[src/rtl/assert_macros.svh]
// ---------------------------------------------------------------------------
// Assertion macros
// Shared concurrent assertion forms used across the RTL.
// ---------------------------------------------------------------------------
`ifndef ASSERT_MACROS_SVH
`define ASSERT_MACROS_SVH

// The expression holds at every clock edge outside reset.
`define ASSERT_HOLDS(lbl, clk, rst, expr, msg) \
   lbl: assert property (@(posedge clk) disable iff (rst) (expr)) else $error(msg);

// The consequent holds in the same cycle as the antecedent.
`define ASSERT_IMPLIES(lbl, clk, rst, ante, cons, msg) \
   lbl: assert property (@(posedge clk) disable iff (rst) (ante) |-> (cons)) else $error(msg);

// The consequent holds in the cycle after the antecedent.
`define ASSERT_NEXT(lbl, clk, rst, ante, cons, msg) \
   lbl: assert property (@(posedge clk) disable iff (rst) (ante) |=> (cons)) else $error(msg);

`endif

[src/rtl/tbc_pkg.sv]
// ---------------------------------------------------------------------------
// Tempo beat clock package
// Widths, constants, register indexes and shared types of the beat clock.
// ---------------------------------------------------------------------------
package tbc_pkg;

   // Field widths
   localparam int TIME_W   = 32;
   localparam int BPM_W    = 17;
   localparam int BPB_W    = 8;
   localparam int COUNT_W  = 32;
   localparam int HIT_W    = 4;
   localparam int FRAC_W   = 16;

   // Arithmetic widths: the product is below 2^49, padded to an even width
   // so that the divider can take two bits per cycle.
   localparam int PROD_W   = TIME_W + BPM_W;
   localparam int WORK_W   = PROD_W + 1;
   localparam int POS_W    = 48;
   localparam int REM_W    = 13;

   localparam logic [REM_W:0] BPM_DIVISOR = 14'd6000;

   // Step counts of the serial engine
   localparam int MUL_STEPS = BPM_W;
   localparam int DIV_STEPS = WORK_W / 2;
   // After this division step only the sixteen fraction bits remain.
   localparam int BEAT_STEP = DIV_STEPS - FRAC_W / 2 - 1;
   localparam int STEP_W    = $clog2(DIV_STEPS);

   // Defaults and reset values
   localparam logic [BPM_W-1:0] DEFAULT_BPM = 17'd12000;
   localparam logic [BPB_W-1:0] DEFAULT_BPB = 8'd4;

   // Configuration port
   localparam int CSR_IDX_W  = 2;
   localparam int CSR_DATA_W = BPM_W;
   localparam logic [CSR_IDX_W-1:0] CSR_BPM_X100      = 2'd0;
   localparam logic [CSR_IDX_W-1:0] CSR_BEATS_PER_BAR = 2'd1;

   // Output tdata layout
   localparam int RSP_FIELDS_W = 4 * COUNT_W + HIT_W + BPB_W + 4 * FRAC_W;
   localparam int RSP_DATA_W   = ((RSP_FIELDS_W + 7) / 8) * 8;

   typedef struct packed {
      logic idle;
      logic done;
   } eng_status_type;

   typedef struct packed {
      logic [POS_W-1:0] pos;
      logic [POS_W-1:0] quo;
      logic [BPB_W-1:0] beat;
   } eng_result_type;

endpackage

[src/rtl/tbc_engine.sv]
// ---------------------------------------------------------------------------
// Tempo beat clock serial engine
// Bit-serial multiply of time by tempo, then a two-bit-per-cycle division by
// 6000 whose quotient bits feed a second divider by beats per bar directly.
// ---------------------------------------------------------------------------
`include "assert_macros.svh"

module tbc_engine (
   input  logic                           clock,
   input  logic                           reset,
   input  logic                           start,
   input  logic [tbc_pkg::TIME_W-1:0]     audio_time,
   input  logic [tbc_pkg::BPM_W-1:0]      bpm,
   input  logic [tbc_pkg::BPB_W-1:0]      bpb,
   input  logic                           take,
   output tbc_pkg::eng_status_type        status,
   output tbc_pkg::eng_result_type        result
);
   import tbc_pkg::*;

   typedef enum logic [1:0] {E_IDLE, E_MUL, E_DIV, E_DONE} state_type;

   state_type          state_ff;
   logic [STEP_W-1:0]  cnt_ff;
   logic [TIME_W-1:0]  time_ff;
   logic [WORK_W-1:0]  work_ff;
   logic [REM_W-1:0]   rem_ff;
   logic [BPB_W-1:0]   brem_ff;
   logic [POS_W-1:0]   pos_ff;
   logic [POS_W-1:0]   quo_ff;
   logic [BPB_W-1:0]   beat_ff;

   logic [TIME_W:0]    msum;
   logic [REM_W:0]     r1, r1n, r2, r2n;
   logic               q1, q0;
   logic [BPB_W:0]     s1, s1n, s2, s2n;
   logic               d1, d0;

   // Shift-and-add step: the low bit of the tempo decides whether time is added.
   always_comb begin
      msum = {1'b0, work_ff[PROD_W-1:BPM_W]} + (work_ff[0] ? {1'b0, time_ff} : '0);
   end

   // Two restoring steps by 6000, each quotient bit passed straight on to the
   // divider by beats per bar, which thus divides the beat position itself.
   always_comb begin
      r1  = {rem_ff, work_ff[WORK_W-1]};
      q1  = (r1 >= BPM_DIVISOR);
      r1n = q1 ? (r1 - BPM_DIVISOR) : r1;
      r2  = {r1n[REM_W-1:0], work_ff[WORK_W-2]};
      q0  = (r2 >= BPM_DIVISOR);
      r2n = q0 ? (r2 - BPM_DIVISOR) : r2;

      s1  = {brem_ff, q1};
      d1  = (s1 >= {1'b0, bpb});
      s1n = d1 ? (s1 - {1'b0, bpb}) : s1;
      s2  = {s1n[BPB_W-1:0], q0};
      d0  = (s2 >= {1'b0, bpb});
      s2n = d0 ? (s2 - {1'b0, bpb}) : s2;
   end

   always_ff @(posedge clock) begin
      if (reset) begin
         state_ff <= E_IDLE;
         cnt_ff   <= '0;
      end else begin
         unique case (state_ff)
            E_IDLE: begin
               if (start) begin
                  time_ff  <= audio_time;
                  work_ff  <= {{(WORK_W - BPM_W){1'b0}}, bpm};
                  rem_ff   <= '0;
                  brem_ff  <= '0;
                  cnt_ff   <= '0;
                  state_ff <= E_MUL;
               end
            end
            E_MUL: begin
               work_ff <= {1'b0, msum, work_ff[BPM_W-1:1]};
               if (cnt_ff == STEP_W'(MUL_STEPS - 1)) begin
                  cnt_ff   <= '0;
                  state_ff <= E_DIV;
               end else begin
                  cnt_ff <= cnt_ff + 1'b1;
               end
            end
            E_DIV: begin
               work_ff <= {work_ff[WORK_W-3:0], 2'b00};
               rem_ff  <= r2n[REM_W-1:0];
               brem_ff <= s2n[BPB_W-1:0];
               pos_ff  <= {pos_ff[POS_W-3:0], q1, q0};
               quo_ff  <= {quo_ff[POS_W-3:0], d1, d0};
               if (cnt_ff == STEP_W'(BEAT_STEP)) begin
                  beat_ff <= s2n[BPB_W-1:0];
               end
               if (cnt_ff == STEP_W'(DIV_STEPS - 1)) begin
                  cnt_ff   <= '0;
                  state_ff <= E_DONE;
               end else begin
                  cnt_ff <= cnt_ff + 1'b1;
               end
            end
            E_DONE: begin
               if (take) begin
                  state_ff <= E_IDLE;
               end
            end
            default: begin
               state_ff <= E_IDLE;
            end
         endcase
      end
   end

   assign status.idle = (state_ff == E_IDLE);
   assign status.done = (state_ff == E_DONE);
   assign result.pos  = pos_ff;
   assign result.quo  = quo_ff;
   assign result.beat = beat_ff;

   `ASSERT_IMPLIES(a_rem_below_divisor, clock, reset, state_ff == E_DIV, {1'b0, rem_ff} < BPM_DIVISOR, "division remainder out of range")
   `ASSERT_IMPLIES(a_mul_count_range, clock, reset, state_ff == E_MUL, cnt_ff < STEP_W'(MUL_STEPS), "multiply step count out of range")
   `ASSERT_NEXT(a_done_until_taken, clock, reset, state_ff == E_DONE && !take, state_ff == E_DONE, "finished result lost before transfer")

endmodule

[src/rtl/tempo_beat_clock_core.sv]
// ---------------------------------------------------------------------------
// Tempo beat clock core
// Turns audio time into musical counts, hit flags, bar progress and phases.
// ---------------------------------------------------------------------------
//  Channel  Direction  Carries
//  req_     in         audio_time (Q16.16 seconds)
//  rsp_     out        counts, hit_mask, beat_in_bar, bar_progress, phases
//  csr_     in         bpm_x100 (index 0), beats_per_bar (index 1)
//
// Each item passes through idle, the bit-serial multiply, the two-bit-per-cycle
// division chain and a done state that hands the result to the output register
// once that register is free or being emptied; req_tready is high only in idle.
// A result waiting in the output register does not stop the next input; only
// a second finished result waits until the first has been taken.
// Reset is synchronous and restores the default tempo, bar length and counts.
// ---------------------------------------------------------------------------
`include "assert_macros.svh"

module tempo_beat_clock_core (
   input  logic                                clock,
   input  logic                                reset,
   // req_tdata: audio_time[31:0]
   input  logic                                req_tvalid,
   output logic                                req_tready,
   input  logic [tbc_pkg::TIME_W-1:0]          req_tdata,
   // rsp_tdata: quarter_count[31:0], eighth_count[63:32], sixteenth_count[95:64],
   //   bar_count[127:96], hit_mask[131:128], beat_in_bar[139:132],
   //   bar_progress[155:140], quarter_phase[171:156], eighth_phase[187:172],
   //   sixteenth_phase[203:188], zero fill[207:204]
   output logic                                rsp_tvalid,
   input  logic                                rsp_tready,
   output logic [tbc_pkg::RSP_DATA_W-1:0]      rsp_tdata,
   input  logic                                csr_we,
   input  logic [tbc_pkg::CSR_IDX_W-1:0]       csr_index,
   input  logic [tbc_pkg::CSR_DATA_W-1:0]      csr_wdata
);
   import tbc_pkg::*;

   logic [BPM_W-1:0]    bpm_ff;
   logic [BPB_W-1:0]    bpb_ff;
   logic [BPM_W-1:0]    bpm_eff;
   logic [BPB_W-1:0]    bpb_eff;

   eng_status_type      eng_status;
   eng_result_type      eng_result;
   logic                eng_start;
   logic                eng_take;

   logic                rsp_valid_ff;
   logic [COUNT_W-1:0]  last_quarter_ff;
   logic [COUNT_W-1:0]  last_eighth_ff;
   logic [COUNT_W-1:0]  last_sixteenth_ff;
   logic [COUNT_W-1:0]  last_bar_ff;
   logic [HIT_W-1:0]    hit_ff;
   logic [BPB_W-1:0]    beat_ff;
   logic [FRAC_W-1:0]   prog_ff;
   logic [FRAC_W-1:0]   qphase_ff;
   logic [FRAC_W-1:0]   ephase_ff;
   logic [FRAC_W-1:0]   sphase_ff;

   logic [COUNT_W-1:0]  quarter;
   logic [COUNT_W-1:0]  eighth;
   logic [COUNT_W-1:0]  sixteenth;
   logic [COUNT_W-1:0]  bar;

   // Configuration registers; writes to other indexes are ignored.
   always_ff @(posedge clock) begin
      if (reset) begin
         bpm_ff <= DEFAULT_BPM;
         bpb_ff <= DEFAULT_BPB;
      end else if (csr_we) begin
         unique case (csr_index)
            CSR_BPM_X100: begin
               bpm_ff <= csr_wdata;
            end
            CSR_BEATS_PER_BAR: begin
               bpb_ff <= csr_wdata[BPB_W-1:0];
            end
            default: begin
            end
         endcase
      end
   end

   assign bpm_eff = (bpm_ff == '0) ? DEFAULT_BPM : bpm_ff;
   assign bpb_eff = (bpb_ff == '0) ? DEFAULT_BPB : bpb_ff;

   assign req_tready = eng_status.idle;
   assign eng_start  = req_tvalid && eng_status.idle;
   assign eng_take   = eng_status.done && (!rsp_valid_ff || rsp_tready);

   tbc_engine u_engine (
      .clock      (clock),
      .reset      (reset),
      .start      (eng_start),
      .audio_time (req_tdata),
      .bpm        (bpm_eff),
      .bpb        (bpb_eff),
      .take       (eng_take),
      .status     (eng_status),
      .result     (eng_result)
   );

   // The beat position's integer part starts at bit 16; the bar quotient of
   // the whole position has the bar count above the progress fraction.
   assign quarter   = eng_result.pos[POS_W-1:FRAC_W];
   assign eighth    = eng_result.pos[POS_W-2:FRAC_W-1];
   assign sixteenth = eng_result.pos[POS_W-3:FRAC_W-2];
   assign bar       = eng_result.quo[POS_W-1:FRAC_W];

   // The count registers double as the previous-item state for the hit mask.
   always_ff @(posedge clock) begin
      if (reset) begin
         rsp_valid_ff      <= 1'b0;
         last_quarter_ff   <= '0;
         last_eighth_ff    <= '0;
         last_sixteenth_ff <= '0;
         last_bar_ff       <= '0;
      end else begin
         if (eng_take) begin
            rsp_valid_ff      <= 1'b1;
            last_quarter_ff   <= quarter;
            last_eighth_ff    <= eighth;
            last_sixteenth_ff <= sixteenth;
            last_bar_ff       <= bar;
         end else if (rsp_tready) begin
            rsp_valid_ff <= 1'b0;
         end
      end
   end

   always_ff @(posedge clock) begin
      if (eng_take) begin
         hit_ff    <= {bar != last_bar_ff, sixteenth != last_sixteenth_ff,
                       eighth != last_eighth_ff, quarter != last_quarter_ff};
         beat_ff   <= eng_result.beat;
         prog_ff   <= eng_result.quo[FRAC_W-1:0];
         qphase_ff <= eng_result.pos[FRAC_W-1:0];
         ephase_ff <= {eng_result.pos[FRAC_W-2:0], 1'b0};
         sphase_ff <= {eng_result.pos[FRAC_W-3:0], 2'b00};
      end
   end

   assign rsp_tvalid = rsp_valid_ff;
   assign rsp_tdata  = {{(RSP_DATA_W - RSP_FIELDS_W){1'b0}}, sphase_ff, ephase_ff, qphase_ff,
                        prog_ff, beat_ff, hit_ff, last_bar_ff, last_sixteenth_ff,
                        last_eighth_ff, last_quarter_ff};

   `ASSERT_IMPLIES(a_hit_nesting, clock, reset, rsp_valid_ff, (!hit_ff[0] || hit_ff[1]) && (!hit_ff[1] || hit_ff[2]), "finer count unchanged while coarser count changed")
   `ASSERT_NEXT(a_take_gives_valid, clock, reset, eng_take, rsp_valid_ff, "result taken from engine but not presented")
   `ASSERT_NEXT(a_result_waits, clock, reset, eng_status.done && rsp_valid_ff && !rsp_tready, eng_status.done, "finished result dropped while output stalled")

endmodule
[config.mk]
export PLATFORM = sky130hd
export DESIGN_NAME = tempo_beat_clock_core
export DESIGN_NICKNAME = d
export VERILOG_FILES = /design/src/rtl/tbc_pkg.sv /design/src/rtl/tbc_engine.sv /design/src/rtl/tempo_beat_clock_core.sv
export VERILOG_INCLUDE_DIRS = /design/src /design/src/rtl
export SDC_FILE = /design/constraint.sdc
export NUM_CORES = 1
export LEC_CHECK = 0
export BUFFER_PORTS_ARGS = -buffer_cell sky130_fd_sc_hd__buf_4
export CAP_MARGIN = 25
export CORE_MARGIN = 1
export CORE_UTILIZATION = 60
export CTS_BUF_LIST = sky130_fd_sc_hd__clkbuf_4 sky130_fd_sc_hd__clkbuf_8 sky130_fd_sc_hd__clkbuf_16
export DETAILED_ROUTE_END_ITERATION = 10
export GPL_TIMING_DRIVEN = 0
export HOLD_SLACK_MARGIN = 0.06
export PLACE_DENSITY = 0.84
export RECOVER_POWER = 25
export SLEW_MARGIN = 25
export SYNTH_ARGS = -nofsm -noshare
export SYNTH_HDL_FRONTEND = slang
export SYNTH_SLANG_ARGS = --single-unit
[constraint.sdc]
create_clock -name clock -period 18.85 [get_ports clock]
set_clock_uncertainty 0.2 [all_clocks]
set_input_delay 1.885 -clock clock [delete_from_list [all_inputs] [get_ports clock]]
set_output_delay 1.885 -clock clock [all_outputs]
set_load 0.05 [all_outputs]
==> impl_metrics.json <==
{
  "hp-start": "u_engine.beat_ff[2]$_DFFE_PP_",
  "drive_above_1_share_pct": 24.1,
  "die_area_sq_mm": 0.0289,
  "post_cts_buffers": 0,
  "fin_nets": 2001,
  "route.detailed.drc": 0,
  "cp_slowest_cell": "a211oi_1",
  "muxShareOfSynthArea_pct": 0.908,
  "min_to": "beat_ff[2]$_DFFE_PP_",
  "drtIter0Drc": 1384,
  "total_power_mw": 2.75,
  "cts-root-buf": "clkbuf_16",
  "gr-total-overflow": 0,
  "placed_area_sq_mm": 0.0196,
  "synth_most_common_cell": "edfxtp_1",
  "wirelength_mm": 42.0,
  "cp_max_fo": 10,
  "r2r_end": "u_engine.brem_ff[3]$_SDFFCE_PN0P_",
  "htree_levels": 2,
  "dp_cells": 2224,
  "synth_xor_area_share_pct": 5.42,
  "yosysTopAreaCellShare_pct": 44.5,
  "vias": 13100,
  "viasPerCell": 5.71,
  "syn_area_sq_mm": 0.0169,
  "final_cells": 2294,
  "rsz0062_at_grt": "no",
  "port_buffers": 257,
  "grt_use_total_pct": 28.7,
  "ioPinCount": 266,
  "avgRoutedWirePerCell_microns": 18.3,
  "hold_viol_final": 0,
  "period_share_pct": 36.3,
  "worst_setup_path_end_kind": "flip-flop",
  "finalCriticalPeriod_ns": 6.83,
  "hold_ws_ns": 0.219,
  "pre_cts_ws_ns": 12.38,
  "grt_max_degree": 44,
  "worstHoldPathType": "reg -> reg",
  "powerDensity_mw_per_mm2": 132,
  "status": "completed",
  "synth_area_per_cell_sq_um": 10.8,
  "synth_top_area_cell": "edfxtp_1",
  "die_h_microns": 170,
  "dp_hpwl_mm": 30.4,
  "synth_fa_ha_area_share_pct": 4.49,
  "synth_cells": 1569,
  "maxSlewViolCount": 0,
  "grt_pass1_wl_mm": 65.0,
  "postCtsHoldBufs": 0,
  "max_freq_mhz": 146,
  "gp_congestion": 0.891,
  "async_reset_ff_share_pct": 0,
  "worst_slack_ns": 12.02,
  "yosysSeqAreaShare_pct": 56.2,
  "insertion_delay_ns": 0.52,
  "worstPathCellList": "buf_6, or4_4, o311ai_0, nand2b_2, buf_6, ha_1, nand3_1, o21ai_0, a211o_1, nor3_1, clkbuf_1, nand2_1, o21ai_0, ha_1, nor2b_1, o21ai_0, a21oi_1, o31ai_1, a21oi_1, a211oi_1, nand3_1, a21oi_1",
  "rows": 61,
  "fin_area_sq_mm": 0.0209,
  "clock_sinks": 350,
  "die_width_microns": 170,
  "slowest_delay_ns": 0.70,
  "synthToLayoutAreaGrowth_pct": 23.2,
  "worstMarginPinSlew_ns": 0.848,
  "clkSlewWorstSetupHoldPaths_ns": 0.06,
  "ys_ff_latch": 350,
  "p_leak_nw": 8.21,
  "dr.pass1.iters": 5,
  "drv_cap": 0,
  "peakVddDrop_v": 0.0000909,
  "synth_area_leaders": "edfxtp_1 (44%), dfxtp_1 (12%), nand2_1 (5.1%)",
  "setup_viol": 0,
  "reg2regPathDepth": 22,
  "final_core_util_pct": 75.2,
  "cts_buffers": 38,
  "r2r-start": "u_engine.rem_ff[6]$_SDFFCE_PN0P_",
  "synth_cell_types": 80,
  "postRouteAntennaNets": 0,
  "arrival_ns": 6.98,
  "required_ns": 19.00,
  "cts_resized": 0,
  "grt_pass1_vias": 12300,
  "setup_tns_ns": 0,
  "min_path_cells": 0,
  "antenna_found_initial": 2,
  "cts_tree": "built",
  "core_area_sq_mm": 0.0278,
  "cp-start-kind": "flip-flop",
  "clockBufferDepth": 3,
  "synth_common_cells": "edfxtp_1 (251), nand2_1 (232), a21oi_1 (144)",
  "critPathKind": "reg -> reg",
  "rrSetupSlack_ns": 12.02,
  "synth_top_family_by_area": "simple AND/OR/NAND/NOR gates",
  "synth_edf_count": 251,
  "start_util_pct": 61.0,
  "synth-main-ff-cell": "edfxtp_1",
  "relSlewSlack_pct": 43.1,
  "yosys.area_share.simple_pct": 13.4,
  "yosysWarnings": 0,
  "synth-compound-area-share_pct": 12.6
}
[where the power goes]
| part | internal [mW] | total, mW | switching, mW |
|---|---|---|---|
| clock | 0.457 | 0.751 | 0.294 |
| combinational | 0.338 | 0.939 | 0.601 |
| sequential | 0.981 | 1.06 | 0.0831 |
| total | 1.78 | 2.75 | 0.978 |
[placed cells by master, fill, tap and decap left out, drive strengths merged, types with 11 or more instances in the layout]
cell type / instances
nand2b: 12
nor4: 13
and3: 13
o21ai: 76
xor2: 36
nand2: 232
xnor2: 68
edfxtp: 251
a22oi: 11
nand3: 23
a21oi: 145
a211o: 11
nor3: 21
inv: 52
nand4: 22
ha: 56
buf: 342
a21o: 15
clkbuf: 147
mux2i: 12
dfxtp: 99
nor2: 74
and2: 43
[state kept, by name, indices dropped and copies added (netlist names), 16 cells and up]
name,count
u_engine.work_ff,50
bpm_ff,17
last_bar_ff,32
u_engine.pos_ff,48
u_engine.quo_ff,48
prog_ff,16
last_quarter_ff,32
qphase_ff,16
u_engine.time_ff,32
[area by class of cell]
cell class              instances  area [sq um]
clock inverters                13           143
flip-flops and latches        350          9520
clock buffers                  56          1130
fillers                      1864          6900
multi-input cells            1011          6280
inverters                      52           195
well taps                     378           473
diodes                          1          2.50
plain buffers                 162           991
repair buffers                271          2150
[cells by family (layout without fill, tap and decap cells)]
logic type / after synthesis / after routing
AND/OR/NAND/NOR: 483 / 483
AO/OA/AOI/OAI: 343 / 343
XOR/XNOR: 104 / 104
multiplexers: 15 / 15
adder cells (fa/ha/maj): 59 / 59
flip-flops: 350 / 350
buffers and inverters: 214 / 554
other: 1 / 8
[critical path, delay by kind of cell (launching register included)]
family	cells	cell delay [ns]
AO/OA/AOI/OAI	10	2.85
buffers and inverters	3	0.78
flip-flops	1	0.38
AND/OR/NAND/NOR	7	1.79
adder cells (fa/ha/maj)	2	0.65
[worst max-delay path by stage]
stage,cells after the start,from,endpoint
floorplan,4,reset,u_engine.pos_ff[0]$_DFFE_PP_
global placement,4,reset,u_engine.quo_ff[35]$_DFFE_PP_
detailed placement,22,u_engine.rem_ff[3]$_SDFFCE_PN0P_,u_engine.brem_ff[1]$_SDFFCE_PN0P_
CTS,22,u_engine.rem_ff[3]$_SDFFCE_PN0P_,u_engine.brem_ff[3]$_SDFFCE_PN0P_
global route,22,u_engine.rem_ff[6]$_SDFFCE_PN0P_,u_engine.brem_ff[3]$_SDFFCE_PN0P_
finish,22,u_engine.rem_ff[6]$_SDFFCE_PN0P_,u_engine.brem_ff[3]$_SDFFCE_PN0P_
[routing by layer]
metal  GRT usage, %  share of wire, %  vias up
met4           10.5               3.2        2
met2           48.8                49      599
met1           36.9                40     6262
li1               -                 -     6137
met5              0             0.031        -
met3           4.86               7.7       92
(Power assumes the default switching activity.)
